$ cat src/hw/rtl/serial_step_command_generator_core_defines.svh
// ------------------------------------------------------------------------
// Serial step command generator: assertion macros
// Shared concurrent assertion forms used by the core.
// ------------------------------------------------------------------------
`ifndef SERIAL_STEP_COMMAND_GENERATOR_CORE_DEFINES_SVH
`define SERIAL_STEP_COMMAND_GENERATOR_CORE_DEFINES_SVH

// same-cycle implication
`define SSCG_ASSERT_NOW(label, clk, rst_n, ante, cons, msg) \
    label: assert property (@(posedge clk) disable iff (!rst_n) (ante) |-> (cons)) \
        else $error(msg);

// next-cycle implication
`define SSCG_ASSERT_NEXT(label, clk, rst_n, ante, cons, msg) \
    label: assert property (@(posedge clk) disable iff (!rst_n) (ante) |=> (cons)) \
        else $error(msg);

`endif

$ cat src/hw/rtl/sscg_pkg.sv
// ------------------------------------------------------------------------
// sscg_pkg
// Types and character codes for the serial step command generator.
// ------------------------------------------------------------------------
package sscg_pkg;

    localparam logic [7:0] CHAR_LF    = 8'h0A;
    localparam logic [7:0] CHAR_CR    = 8'h0D;
    localparam logic [7:0] CHAR_MINUS = 8'h2D;
    localparam logic [7:0] CHAR_PLUS  = 8'h2B;
    localparam logic [7:0] CHAR_ZERO  = 8'h30;
    localparam logic [7:0] CHAR_NINE  = 8'h39;

    localparam logic [31:0] MAG_LIMIT = 32'h8000_0000;
    localparam logic [31:0] POS_MAX   = 32'h7FFF_FFFF;

    typedef enum logic {
        OP_BYTE = 1'b0,
        OP_TICK = 1'b1
    } op_t;

    typedef enum logic [1:0] {
        PH_START   = 2'd0,
        PH_DIGITS  = 2'd1,
        PH_STOPPED = 2'd2
    } phase_t;

    typedef struct packed {
        logic        load;
        logic [31:0] value;
    } load_t;

endpackage

$ cat src/hw/rtl/sscg_line_parser.sv
// ------------------------------------------------------------------------
// sscg_line_parser
// Incremental atoi-style line parser; issues a saturated load on CR/LF.
// ------------------------------------------------------------------------
module sscg_line_parser #(
    parameter int BUFFER_CHARS = 10
) (
    input  logic                 clk,
    input  logic                 rst_n,
    input  logic                 fire,
    input  logic [7:0]           rx_byte,
    output sscg_pkg::load_t      load_cmd
);

    localparam int CW = $clog2(BUFFER_CHARS + 1);
    localparam logic [CW-1:0] CHAR_MAX = CW'(BUFFER_CHARS);

    logic [CW-1:0]    chars_reg, chars_next;
    sscg_pkg::phase_t phase_reg, phase_next;
    logic             neg_reg, neg_next;
    logic [31:0]      mag_reg, mag_next;

    logic        is_eol, is_sign, is_digit;
    logic [34:0] mag_x10;
    logic [34:0] mag_sum;

    assign is_eol   = (rx_byte == sscg_pkg::CHAR_LF) || (rx_byte == sscg_pkg::CHAR_CR);
    assign is_sign  = (rx_byte == sscg_pkg::CHAR_MINUS) || (rx_byte == sscg_pkg::CHAR_PLUS);
    assign is_digit = (rx_byte >= sscg_pkg::CHAR_ZERO) && (rx_byte <= sscg_pkg::CHAR_NINE);

    assign mag_x10 = {mag_reg, 3'b000} + {2'b00, mag_reg, 1'b0};
    assign mag_sum = mag_x10 + {31'd0, 4'(rx_byte - sscg_pkg::CHAR_ZERO)};

    always_comb
    begin
        chars_next     = chars_reg;
        phase_next     = phase_reg;
        neg_next       = neg_reg;
        mag_next       = mag_reg;
        load_cmd.load  = 1'b0;
        if (neg_reg)
        begin
            load_cmd.value = 32'd0 - mag_reg;
        end
        else if (mag_reg > sscg_pkg::POS_MAX)
        begin
            load_cmd.value = sscg_pkg::POS_MAX;
        end
        else
        begin
            load_cmd.value = mag_reg;
        end

        if (fire)
        begin
            if (is_eol)
            begin
                load_cmd.load = 1'b1;
                chars_next    = '0;
                phase_next    = sscg_pkg::PH_START;
                neg_next      = 1'b0;
                mag_next      = '0;
            end
            else if ((is_sign || is_digit) && (chars_reg < CHAR_MAX))
            begin
                chars_next = chars_reg + CW'(1);
                if (is_sign)
                begin
                    case (phase_reg)
                        sscg_pkg::PH_START:
                        begin
                            neg_next   = (rx_byte == sscg_pkg::CHAR_MINUS);
                            phase_next = sscg_pkg::PH_DIGITS;
                        end
                        default:
                        begin
                            phase_next = sscg_pkg::PH_STOPPED;
                        end
                    endcase
                end
                else
                begin
                    case (phase_reg)
                        sscg_pkg::PH_START, sscg_pkg::PH_DIGITS:
                        begin
                            if (mag_sum > {3'b000, sscg_pkg::MAG_LIMIT})
                            begin
                                mag_next = sscg_pkg::MAG_LIMIT;
                            end
                            else
                            begin
                                mag_next = mag_sum[31:0];
                            end
                            phase_next = sscg_pkg::PH_DIGITS;
                        end
                        default:
                        begin
                            phase_next = phase_reg;
                        end
                    endcase
                end
            end
        end
    end

    always_ff @(posedge clk or negedge rst_n)
    begin
        if (!rst_n)
        begin
            chars_reg <= '0;
            phase_reg <= sscg_pkg::PH_START;
            neg_reg   <= 1'b0;
            mag_reg   <= '0;
        end
        else
        begin
            chars_reg <= chars_next;
            phase_reg <= phase_next;
            neg_reg   <= neg_next;
            mag_reg   <= mag_next;
        end
    end

endmodule

$ cat src/hw/rtl/serial_step_command_generator_core.sv
// ------------------------------------------------------------------------
// serial_step_command_generator_core
// Serial text to signed step count; timer ticks drive step/dir lines.
// ------------------------------------------------------------------------
//  channel | handshake               | word
//  --------+-------------------------+-------------------------------------
//  in      | in_valid / in_stall     | operation, rx_byte
//  out     | out_valid / out_stall   | step_level, dir_level, steps_left
//
//  One word per cycle sustained while out_stall is low; a word passes the
//  input register, then the result register, with the single update between them.
//  Reset clears the step count, step and dir state, parser state and both valids.
//  in_stall rises only while a word waits in the input register and the
//  result register is full and stalled.
// ------------------------------------------------------------------------
`include "serial_step_command_generator_core_defines.svh"

module serial_step_command_generator_core #(
    parameter int BUFFER_CHARS = 10
) (
    input  logic               clk,
    input  logic               rst_n,
    input  logic               in_valid,
    output logic               in_stall,
    input  logic               operation,
    input  logic [7:0]         rx_byte,
    output logic               out_valid,
    input  logic               out_stall,
    output logic               step_level,
    output logic               dir_level,
    output logic signed [31:0] steps_left
);

    logic        iv_reg;
    logic        op_reg;
    logic [7:0]  byte_reg;
    logic        advance;

    logic [31:0] steps_reg, steps_next;
    logic        step_reg, step_next;
    logic        dir_reg, dir_next;

    logic        ov_reg;
    logic        step_out_reg;
    logic        dir_out_reg;
    logic [31:0] steps_out_reg;

    sscg_pkg::load_t load_cmd;

    assign advance  = iv_reg && (!ov_reg || !out_stall);
    assign in_stall = iv_reg && !advance;

    always_ff @(posedge clk or negedge rst_n)
    begin
        if (!rst_n)
        begin
            iv_reg <= 1'b0;
        end
        else if (in_valid && !in_stall)
        begin
            iv_reg <= 1'b1;
        end
        else if (advance)
        begin
            iv_reg <= 1'b0;
        end
    end

    always_ff @(posedge clk)
    begin
        if (in_valid && !in_stall)
        begin
            op_reg   <= operation;
            byte_reg <= rx_byte;
        end
    end

    sscg_line_parser #(
        .BUFFER_CHARS (BUFFER_CHARS)
    ) u_parser (
        .clk      (clk),
        .rst_n    (rst_n),
        .fire     (advance && (op_reg == sscg_pkg::OP_BYTE)),
        .rx_byte  (byte_reg),
        .load_cmd (load_cmd)
    );

    always_comb
    begin
        steps_next = steps_reg;
        step_next  = step_reg;
        dir_next   = dir_reg;
        if (advance)
        begin
            if (op_reg == sscg_pkg::OP_TICK)
            begin
                if (steps_reg != 32'd0)
                begin
                    dir_next   = !steps_reg[31];
                    step_next  = !step_reg;
                    steps_next = steps_reg[31] ? (steps_reg + 32'd1) : (steps_reg - 32'd1);
                end
            end
            else if (load_cmd.load)
            begin
                steps_next = load_cmd.value;
            end
        end
    end

    always_ff @(posedge clk or negedge rst_n)
    begin
        if (!rst_n)
        begin
            steps_reg <= '0;
            step_reg  <= 1'b0;
            dir_reg   <= 1'b0;
            ov_reg    <= 1'b0;
        end
        else
        begin
            steps_reg <= steps_next;
            step_reg  <= step_next;
            dir_reg   <= dir_next;
            if (advance)
            begin
                ov_reg <= 1'b1;
            end
            else if (!out_stall)
            begin
                ov_reg <= 1'b0;
            end
        end
    end

    always_ff @(posedge clk)
    begin
        if (advance)
        begin
            step_out_reg  <= step_next;
            dir_out_reg   <= dir_next;
            steps_out_reg <= steps_next;
        end
    end

    assign out_valid  = ov_reg;
    assign step_level = step_out_reg;
    assign dir_level  = dir_out_reg;
    assign steps_left = steps_out_reg;

    `SSCG_ASSERT_NOW(a_stall_from_out, clk, rst_n, in_stall, (ov_reg && out_stall),
        "input stalled without output backpressure")
    `SSCG_ASSERT_NEXT(a_tick_toggles, clk, rst_n,
        (advance && (op_reg == sscg_pkg::OP_TICK) && (steps_reg != 32'd0)),
        (step_reg != $past(step_reg)), "tick with nonzero count did not toggle step")
    `SSCG_ASSERT_NEXT(a_byte_keeps_lines, clk, rst_n,
        (advance && (op_reg == sscg_pkg::OP_BYTE)),
        ($stable(step_reg) && $stable(dir_reg)), "serial byte changed step or dir")
    `SSCG_ASSERT_NEXT(a_result_updates, clk, rst_n, advance,
        (ov_reg && (steps_out_reg == steps_reg)), "result register missed update")

endmodule

$ cat config.mk
export PLATFORM = sky130hd
export DESIGN_NAME = serial_step_command_generator_core
export DESIGN_NICKNAME = d
export VERILOG_FILES = /design/src/hw/rtl/sscg_pkg.sv /design/src/hw/rtl/sscg_line_parser.sv /design/src/hw/rtl/serial_step_command_generator_core.sv
export VERILOG_INCLUDE_DIRS = /design/src /design/src/hw/rtl
export SDC_FILE = /design/constraint.sdc
export NUM_CORES = 1
export LEC_CHECK = 0
export ABC_CLOCK_PERIOD_IN_PS = 4600
export BUFFER_PORTS_ARGS = -buffer_cell sky130_fd_sc_hd__buf_2
export CAP_MARGIN = 25
export CORE_UTILIZATION = 40
export CTS_CLUSTER_SIZE = 10
export DETAILED_ROUTE_END_ITERATION = 10
export HOLD_SLACK_MARGIN = 0.1
export PLACE_DENSITY = 0.6
export SLEW_MARGIN = 20
export SYNTH_ARGS = -nofsm -noshare
export SYNTH_HDL_FRONTEND = slang
export SYNTH_SLANG_ARGS = --single-unit
$ cat constraint.sdc
create_clock -name clk -period 4.6 [get_ports clk]
set_input_delay 0.23 -clock clk [delete_from_list [all_inputs] [get_ports clk]]
set_output_delay 0.23 -clock clk [all_outputs]
set_load 0.01 [all_outputs]
==> impl_metrics.yaml, run 1 <==
timing:
  period_needed_ns: 4.34
  period_share_pct: 94.2
  final-setup-viol-count: 0
  slew_violations: 0
  setup_tns_ns: 0
  skew_ns: 0.00983
  tightest_slew_ns: 0.927
  rsz0062_at_grt: "no"
  fmaxAchievable_ghz: 0.231
  relSlewSlack_pct: 38.0
  timing_hold_violations_final: 0
logic_synthesis:
  ys_ff_latch: 118
  synthArstFlopShare_pct: 63.6
  syn_inst: 989
  netlist_area_um2: 9020
  yosys_warnings: 0
  synth_flop_cell: "dfrtp_1"
  synth_edf_count: 43
  synth_cell_types: 73
  syn_area_per_cell_um2: 9.12
  ys_seq_area_share_pct: 35.1
  syn_nets: 1102
setup_path:
  crit_required_ns: 4.91
  worst-setup-path-type: "register to register"
  cp-start-kind: "register"
  arrival_ns: 4.65
  cp_slowest_cell: "a2111oi_1"
  crit_top_cell: "ha_1"
  path_cells: "ha_1 -> ha_1 -> inv_1 -> fa_1 -> nor2b_1 -> o31a_1 -> o41a_1 -> and3_1 -> a2111oi_1 -> o31ai_1 -> a221oi_2 -> mux2_2 -> o2111a_1 -> a22o_1"
  critPathMaxStageDelay_ns: 0.56
  worstPathMaxFanout: 7
  end_kind: "register"
cells_and_area:
  fill_cells: 2054
  antennaDiodeCount: 0
  drive_above_1_share_pct: 11.6
  fin_cells: 1350
  mostFrequentLayoutCells: "97 x ha_1, 88 x nand2_1, 81 x a21oi_1"
  area_delta_synth_final_pct: 15.9
  final_common_cell: "ha_1"
  nNetsFinal: 1170
flow_run:
  maxCapViolCount: 0
clock_tree:
  worstSkewPairLatency_ns: 0.43
  ctsLongestPathBuffers: 2
  post-cts-setup-buffers: 0
  clock-sinks: 118
  cts_tree: "built"
  clkTransAtPathRegs_ns: 0.06
  cts-root-buf: "clkbuf_16"
  cts_made_buffers: 17
  htree_num_levels: 4
global_route:
  grt.total_usage_pct: 22.2
  grt_pass1_wl_mm: 40.6
  grt_max_degree: 59
  antenna_found_initial: 0
  gr-total-overflow: 0
  grt_pass1_vias: 7650
power:
  power_frac_clock_pct: 36.0
  p_total_mw: 4.09
  seqPwrFrac_pct: 36.5
  pwr-share-comb_pct: 27.4
  sw_frac_of_total_pct: 32.3
  p_sw_mw: 1.32
  p_per_area_nw_per_um2: 391
  irDropWorstVdd_mv: 0.295
  p_leak_nw: 4.83
  p_int_mw: 2.77
run_status:
  violations: "design-rule violations"
  status: "finished, violations left"
floorplan:
  fp.dieArea_um2: 23200
  start_util_pct: 41.1
  die_h_um: 152
  rows: 54
  core-area_um2: 22000
  die_x_um: 152
  ios: 49
drt:
  wire_per_inst_um: 18.6
  ant_nets: 0
  avgViaCountPerCell: 5.86
  firstDrtPassIters: 10
  drt_iter0_markers: 417
  wirelength_mm: 25.1
  route.vias.total: 7914
  drc: 5
placed_design:
  dp_hpwl_mm: 18.5
  placed_cells: 1305
  io_buffers: 48
  globalplace.congestion: 0.876
worst_hold_path:
  hp-class: "input port to asynchronous set/reset pin"
==> final timing paths <==
kind,from,endpoint,slack (ns),cells after the start
setup / recovery,byte_reg[2],u_parser.mag_reg[27],0.26,14
hold / removal,rst_n,steps_reg[8],0.21,2
setup reg to reg,byte_reg[2],u_parser.mag_reg[27],0.26,14
hold reg to reg,step_reg,step_reg,0.48,1
max in group asynchronous,rst_n,u_parser.chars_reg[0],3.29,3
min in group clk,step_reg,step_reg,0.48,1
==> final cells by class <==
cell class	count	area (um^2)	share of cell area (%)
inverter	26	97.6	0.934
multi-input combinational	804	5610	53.6
tap	280	350	3.35
clock inverter	9	173	1.65
clock buffer	23	468	4.48
sequential	118	3170	30.3
timing repair buffer	90	591	5.65
==> per-stage QoR <==
stage          cell area [um^2]  hold WS [ns]  utilization [%]  setup slack, ns
6_report                  10500         0.215             47.6            0.265
5_1_grt                   10500         0.234             47.6           0.0201
4_1_cts                   10500         0.208             47.6            0.124
3_5_place_dp               9680         0.122             44.1            0.160
3_3_place_gp               9680         0.122             44.1            0.291
2_1_floorplan              9020       -0.0656                -            0.689
==> kinds of logic (layout without fill, tap and decap cells) <==
logic type	after synthesis	after routing	share of synthesized area, %
xor+xnor	47	47	4.56
buf+inv	67	148	2.80
flops	118	118	35.1
mux	10	10	1.12
fa+ha+maj	100	100	14.1
compound gates	348	348	25.8
simple gates	299	299	16.5
==> critical path, delay by kind of cell, from the launching register on <==
kind / cells / cell delay, ns
AOI/OAI and AO/OA: 7 / 2.25
adders and majority gates: 3 / 0.76
buffers and inverters: 1 / 0.08
DFF: 1 / 0.45
muxes: 1 / 0.40
and+or+nand+nor: 2 / 0.28
==> power groups by stage <==
stage / registers (mW) / clock network, mW / logic [mW]
CTS: 1.49 / 1.50 / 1.12
detailed placement: 1.50 / 0 / 1.10
global route: 1.51 / 1.54 / 1.25
floorplan: 1.48 / 0 / 0.787
finish: 1.49 / 1.47 / 1.12
global placement: 1.51 / 0 / 1.09
==> cells in the mapped netlist (6+ instances only) <==
library cell	count	area share, %
a211o_1	6	0.58
a211oi_1	18	1.5
a21o_1	28	2.3
a21oi_1	81	4.5
a22o_1	14	1.4
a22oi_1	14	1.2
a31oi_1	10	0.69
clkbuf_1	38	1.6
dfrtp_1	75	21
edfxtp_1	43	14
ha_1	97	13
inv_1	26	1.1
mux2i_1	9	1.0
nand2_1	88	3.7
nand2b_1	13	0.90
nand3_1	20	1.1
nand4_1	17	1.2
nor2_1	57	2.4
nor2b_1	12	0.83
nor3_1	37	2.1
nor4_1	11	0.76
o21a_1	16	1.3
o21ai_0	78	4.3
o21bai_1	6	0.50
o221ai_1	7	0.68
o22ai_1	7	0.49
o31a_1	6	0.58
o31ai_1	10	0.83
or2_2	8	0.55
or3_1	8	0.55
or4_1	6	0.50
xnor2_1	24	2.3
xor2_1	23	2.2
==> what timing repair did <==
| action | in CTS | in global routing |
|---|---|---|
| gates resized for setup | 0 | 1 |
| hold endpoints to repair | 28 | 0 |
| hold buffers | 13 | 0 |
| setup endpoints to repair | 0 | 31 |
==> metal layers <==
metal	track usage [%]	wire (um)	share of wire [%]
met2	36.3	11800	47
met5	0	0	0
met4	7.39	493	2.0
met1	29.8	11800	47
met3	3.58	1020	4.1
(Power assumes the default switching activity.)
==> inputs of run 2 (changes only) <==
--- a/config.mk
+++ b/config.mk
@@ -13,7 +13,7 @@
 export CTS_CLUSTER_SIZE = 10
 export DETAILED_ROUTE_END_ITERATION = 10
 export HOLD_SLACK_MARGIN = 0.1
-export PLACE_DENSITY = 0.6
+export PLACE_DENSITY = 0.62
 export SLEW_MARGIN = 20
 export SYNTH_ARGS = -nofsm -noshare
 export SYNTH_HDL_FRONTEND = slang
==> impl_metrics.yaml, run 2 (synthesized netlist as in run 1, its figures left out) <==
run_status:
  status: "finished, violations left"
  violations: "design-rule violations"
placed_design:
  globalplace.congestion: 0.886
  place_area_um2: 9670
  io_buffers: 48
  pre_cts_ws_ns: 0.319
  dp_hpwl_mm: 18.1
timing:
  relSlewSlack_pct: 50.5
  setup_slack_ns: 0.377
  timing.hold.ws_ns: 0.409
  final-setup-viol-count: 0
  rsz0062_at_grt: "no"
  timing_hold_violations_final: 0
  period_needed_ns: 4.22
  slew_violations: 0
  setup_tns_ns: 0
  period_share_pct: 91.8
  skew_ns: 0.0105
  fmaxAchievable_ghz: 0.237
  tightest_slew_ns: 0.742
drt:
  drt_iter0_markers: 429
  drc: 6
  avgViaCountPerCell: 5.94
  wirelength_mm: 24.8
  firstDrtPassIters: 8
  ant_nets: 0
  wire_per_inst_um: 18.4
  route.vias.total: 8009
power:
  p_leak_nw: 4.78
  p_per_area_nw_per_um2: 379
  pwr-share-comb_pct: 28.6
  seqPwrFrac_pct: 37.8
  sw_frac_of_total_pct: 34.5
  irDropWorstVdd_mv: 0.293
  p_total_mw: 3.93
  p_int_mw: 2.58
  p_sw_mw: 1.36
  power_frac_clock_pct: 33.6
cells_and_area:
  stdcell_area_um2: 10400
  antennaDiodeCount: 0
  mostFrequentLayoutCells: "97 x ha_1, 88 x nand2_1, 81 x a21oi_1"
  area_delta_synth_final_pct: 15.1
  drive_above_1_share_pct: 11.9
  final_common_cell: "ha_1"
  nNetsFinal: 1168
clock_tree:
  worstSkewPairLatency_ns: 0.43
  htree_num_levels: 4
  cts_tree: "built"
  cts_made_buffers: 17
  cts-root-buf: "clkbuf_16"
  clock-sinks: 118
  clkTransAtPathRegs_ns: 0.06
  ctsLongestPathBuffers: 2
floorplan:
  start_util_pct: 41.1
  fp.dieArea_um2: 23200
  core-area_um2: 22000
  die_x_um: 152
  rows: 54
  ios: 49
  die_h_um: 152
flow_run:
  maxCapViolCount: 0
setup_path:
  cp-start-kind: "register"
  worstPathMaxFanout: 7
  crit_required_ns: 4.91
  worst-setup-path-type: "register to register"
  arrival_ns: 4.54
  end_kind: "register"
global_route:
  grt.total_usage_pct: 21.6
  grt_max_degree: 76
  gr-total-overflow: 0
  grt_pass1_wl_mm: 39.5
  grt_pass1_vias: 7491
  antenna_found_initial: 0
worst_hold_path:
  hp-class: "input port to asynchronous set/reset pin"
run 2: power by group through the flow:
| stage | logic [mW] | clock network [mW] | registers, mW |
|---|---|---|---|
| after floorplan | 0.787 | 0 | 1.48 |
| after global placement | 1.09 | 0 | 1.50 |
| after detailed placement | 1.11 | 0 | 1.50 |
| after CTS | 1.12 | 1.34 | 1.48 |
| after global routing | 1.25 | 1.38 | 1.51 |
| final | 1.13 | 1.32 | 1.49 |
run 2: repair_timing:
action,4_1_cts,5_1_grt
gates resized for setup,0,1
hold buffers,12,0
setup endpoints to repair,0,1
buffers inserted,0,0
endpoints found under the hold margin,86,0
run 2: critical path, stage by stage, from the launching register on:
cell and delay, ns:
dfrtp_1 0.42, inv_1 0.13, fa_1 0.41, inv_1 0.07, ha_1 0.26, nor2b_1 0.16
o31a_1 0.26, o41a_1 0.36, and3_1 0.22, a2111oi_1 0.35, buf_4 0.18, o31ai_1 0.11
a221oi_2 0.33, mux2_2 0.39, o2111a_1 0.22, a22o_1 0.23
run 2: metrics by stage:
step / utilization, % / cells
2_1_floorplan: - / 989
3_3_place_gp: 44.1 / 1304
3_5_place_dp: 44.1 / 1304
4_1_cts: 47.3 / 1348
5_1_grt: 47.3 / 1348
6_report: 47.3 / 1348
run 2: final timing paths:
path | from | endpoint | slack (ns) | cells past startpoint
max | u_parser.mag_reg[0] | u_parser.mag_reg[16] | 0.38 | 15
min in group clk | step_reg | step_reg | 0.47 | 1
min | rst_n | steps_reg[10] | 0.41 | 2
max reg2reg | u_parser.mag_reg[0] | u_parser.mag_reg[16] | 0.38 | 15
min reg2reg | step_reg | step_reg | 0.47 | 1
max in group asynchronous | rst_n | u_parser.mag_reg[17] | 3.68 | 2
run 2: final cells by class:
| class | count | area [um^2] |
|---|---|---|
| Timing Repair Buffer | 88 | 577 |
| Inverter | 26 | 97.6 |
| Sequential cell | 118 | 3170 |
| Tap cell | 280 | 350 |
| Clock inverter | 14 | 153 |
| Fill cell | 2097 | 11600 |
| Clock buffer | 18 | 429 |
| Multi-Input combinational cell | 804 | 5610 |
run 2: per-layer routing:
layer | track usage (%) | up-vias | routed length [um] | share of wire (%)
met5 | 0 | - | 0 | 0
met4 | 8.65 | 0 | 553 | 2.2
met3 | 2.62 | 41 | 1140 | 4.6
met2 | 35.6 | 212 | 11700 | 47
met1 | 28.7 | 3829 | 11400 | 46
li1 | - | 3927 | - | -
==> inputs of run 3 (changes only) <==
--- a/config.mk
+++ b/config.mk
@@ -6,14 +6,14 @@
 export SDC_FILE = /design/constraint.sdc
 export NUM_CORES = 1
 export LEC_CHECK = 0
-export ABC_CLOCK_PERIOD_IN_PS = 4600
+export ABC_CLOCK_PERIOD_IN_PS = 3400
 export BUFFER_PORTS_ARGS = -buffer_cell sky130_fd_sc_hd__buf_2
 export CAP_MARGIN = 25
 export CORE_UTILIZATION = 40
 export CTS_CLUSTER_SIZE = 10
 export DETAILED_ROUTE_END_ITERATION = 10
 export HOLD_SLACK_MARGIN = 0.1
-export PLACE_DENSITY = 0.62
+export PLACE_DENSITY = 0.64
 export SLEW_MARGIN = 20
 export SYNTH_ARGS = -nofsm -noshare
 export SYNTH_HDL_FRONTEND = slang
==> constraint.sdc (replaced) <==
create_clock -name clk -period 3.4 [get_ports clk]
set_input_delay 0.17 -clock clk [delete_from_list [all_inputs] [get_ports clk]]
set_output_delay 0.17 -clock clk [all_outputs]
set_load 0.01 [all_outputs]
==> impl_metrics.yaml, run 3 (synthesized netlist as in run 1, its figures left out) <==
setup_path:
  cp-start-kind: "register"
  worst-setup-path-type: "register to register"
  worstPathMaxFanout: 7
  crit_required_ns: 3.71
  end_kind: "register"
  arrival_ns: 4.07
global_route:
  grt_max_degree: 76
  use_met2_pct: 39.4
  grt_pass1_wl_mm: 43.3
  grt.total_usage_pct: 23.4
  antenna_found_initial: 0
  gr-usage-met1_pct: 30.1
  grtUsageMet3_pct: 3.16
  top_usage_layer: "met2"
  grt_pass1_vias: 8409
  gr-total-overflow: 0
run_status:
  violations: "design-rule violations, negative setup slack"
  status: "finished, violations left"
clock_tree:
  clock-sinks: 118
  cts_made_buffers: 17
  clkTransAtPathRegs_ns: 0.06
  ctsLongestPathBuffers: 2
  cts-root-buf: "clkbuf_16"
  cts_tree: "built"
  htree_num_levels: 4
  worstSkewPairLatency_ns: 0.43
power:
  power_frac_clock_pct: 32.0
  seqPwrFrac_pct: 34.2
  p_per_area_nw_per_um2: 494
  p_total_mw: 5.82
  pwr-share-comb_pct: 33.8
  irDropWorstVdd_mv: 0.354
  p_int_mw: 3.86
  p_leak_nw: 5.52
  p_sw_mw: 1.96
  sw_frac_of_total_pct: 33.6
timing:
  relSlewSlack_pct: 49.5
  setup_slack_ns: -0.359
  timing_hold_violations_final: 0
  skew_ns: 0.00986
  rsz0062_at_grt: "yes"
  fmaxAchievable_ghz: 0.266
  tightest_slew_ns: 0.755
  final-setup-viol-count: 36
  period_needed_ns: 3.76
  slew_violations: 0
  period_share_pct: 111
cells_and_area:
  mostFrequentLayoutCells: "159 x buf_4, 95 x ha_1, 87 x nand2_1"
  final_common_cell: "buf_4"
  drive_above_1_share_pct: 25.8
  nNetsFinal: 1306
  area_delta_synth_final_pct: 30.6
  antennaDiodeCount: 0
  multi_input_area_um2: 5910
  stdcell_area_um2: 11800
  seq_area_um2: 3170
  fill_cells: 1934
drt:
  drt_iter0_markers: 454
  wirelength_mm: 26.6
  avgViaCountPerCell: 5.78
  firstDrtPassIters: 8
  drc: 6
  ant_nets: 0
  wire_per_inst_um: 17.9
  route.vias.total: 8590
worst_hold_path:
  hp-class: "input port to asynchronous set/reset pin"
floorplan:
  die_h_um: 152
  start_util_pct: 41.1
  core-area_um2: 22000
  die_x_um: 152
  ios: 49
  rows: 54
  fp.dieArea_um2: 23200
placed_design:
  place_area_um2: 10700
  io_buffers: 48
  dp_hpwl_mm: 19.7
  globalplace.congestion: 0.914
  pre_cts_ws_ns: -0.429
flow_run:
  maxCapViolCount: 0
## run 3: cell types whose count changed in the layout (fill, tap and decap cells not counted), sizes merged
| cell | previous run | this run |
|---|---|---|
| buf | 76 | 211 |
| bufinv | 2 | 3 |
| clkbuf | 18 | 17 |
| clkinv | 6 | 8 |
| dlygate4sd3 | 12 | 13 |
| inv | 28 | 26 |
| o2111ai | 1 | 3 |
## run 3: per-layer routing
metal	share of wire [%]	up-vias
met5	0	-
met4	3.4	0
met3	4.1	63
met2	48	231
met1	45	4093
li1	-	4203
## run 3: per-stage QoR
| stage | util, % | instances | setup TNS (ns) | hold WS, ns |
|---|---|---|---|---|
| 6_report | 53.7 | 1486 | -8.48 | 0.348 |
| 5_1_grt | 53.7 | 1486 | -13.75 | 0.416 |
| 4_1_cts | 53.0 | 1484 | -8.74 | 0.444 |
| 3_5_place_dp | 48.9 | 1433 | -11.53 | 0.348 |
| 3_3_place_gp | 48.9 | 1433 | -7.52 | 0.348 |
| 2_1_floorplan | - | 989 | -4.52 | -0.126 |
## run 3: worst max-delay path, cell delays in order (launching register included)
cell and delay (ns):
dfrtp_1 0.35, inv_2 0.06, fa_1 0.59, fa_2 0.23
nor2b_2 0.06, o31a_1 0.25, o41a_1 0.33, and3_4 0.20
a2111oi_4 0.29, o31ai_2 0.14, a221oi_2 0.34, mux2_4 0.37
o2111a_2 0.21, a22o_1 0.22
## run 3: final timing paths
kind	startpoint	end	slack (ns)	cells past startpoint
min in group clk	rx_byte[0]	byte_reg[0]	0.45	2
max	u_parser.mag_reg[2]	u_parser.mag_reg[13]	-0.36	13
min reg2reg	step_reg	step_reg	0.48	1
min	rst_n	steps_reg[7]	0.35	2
max in group asynchronous	rst_n	u_parser.mag_reg[13]	2.53	2
max reg2reg	u_parser.mag_reg[2]	u_parser.mag_reg[13]	-0.36	13
## run 3: power groups by stage
| stage | Clock, mW | Combinational, mW | Sequential, mW |
|---|---|---|---|
| after floorplan | 0 | 1.08 | 2.01 |
| after global placement | 0 | 1.82 | 2.01 |
| after detailed placement | 0 | 1.85 | 2.00 |
| after CTS | 1.87 | 1.90 | 1.98 |
| after global routing | 1.95 | 2.16 | 2.02 |
| final | 1.86 | 1.96 | 1.99 |
## run 3: what timing repair did
item,CTS,global route
cloned,2,0
setup endpoints to repair,44,52
resized for setup,39,30
setup buffers,4,2
hold buffers,13,0
hold endpoints to repair,86,0
pin swaps,16,13
## run 3: final cells by class
| type | count | share of cell area, % |
|---|---|---|
| clock inverters | 15 | 1.53 |
| inverters | 26 | 0.860 |
| well taps | 280 | 2.97 |
| multi-input cells | 806 | 50.2 |
| clock buffers | 17 | 3.61 |
| flip-flops and latches | 118 | 26.9 |
| repair buffers | 224 | 13.9 |
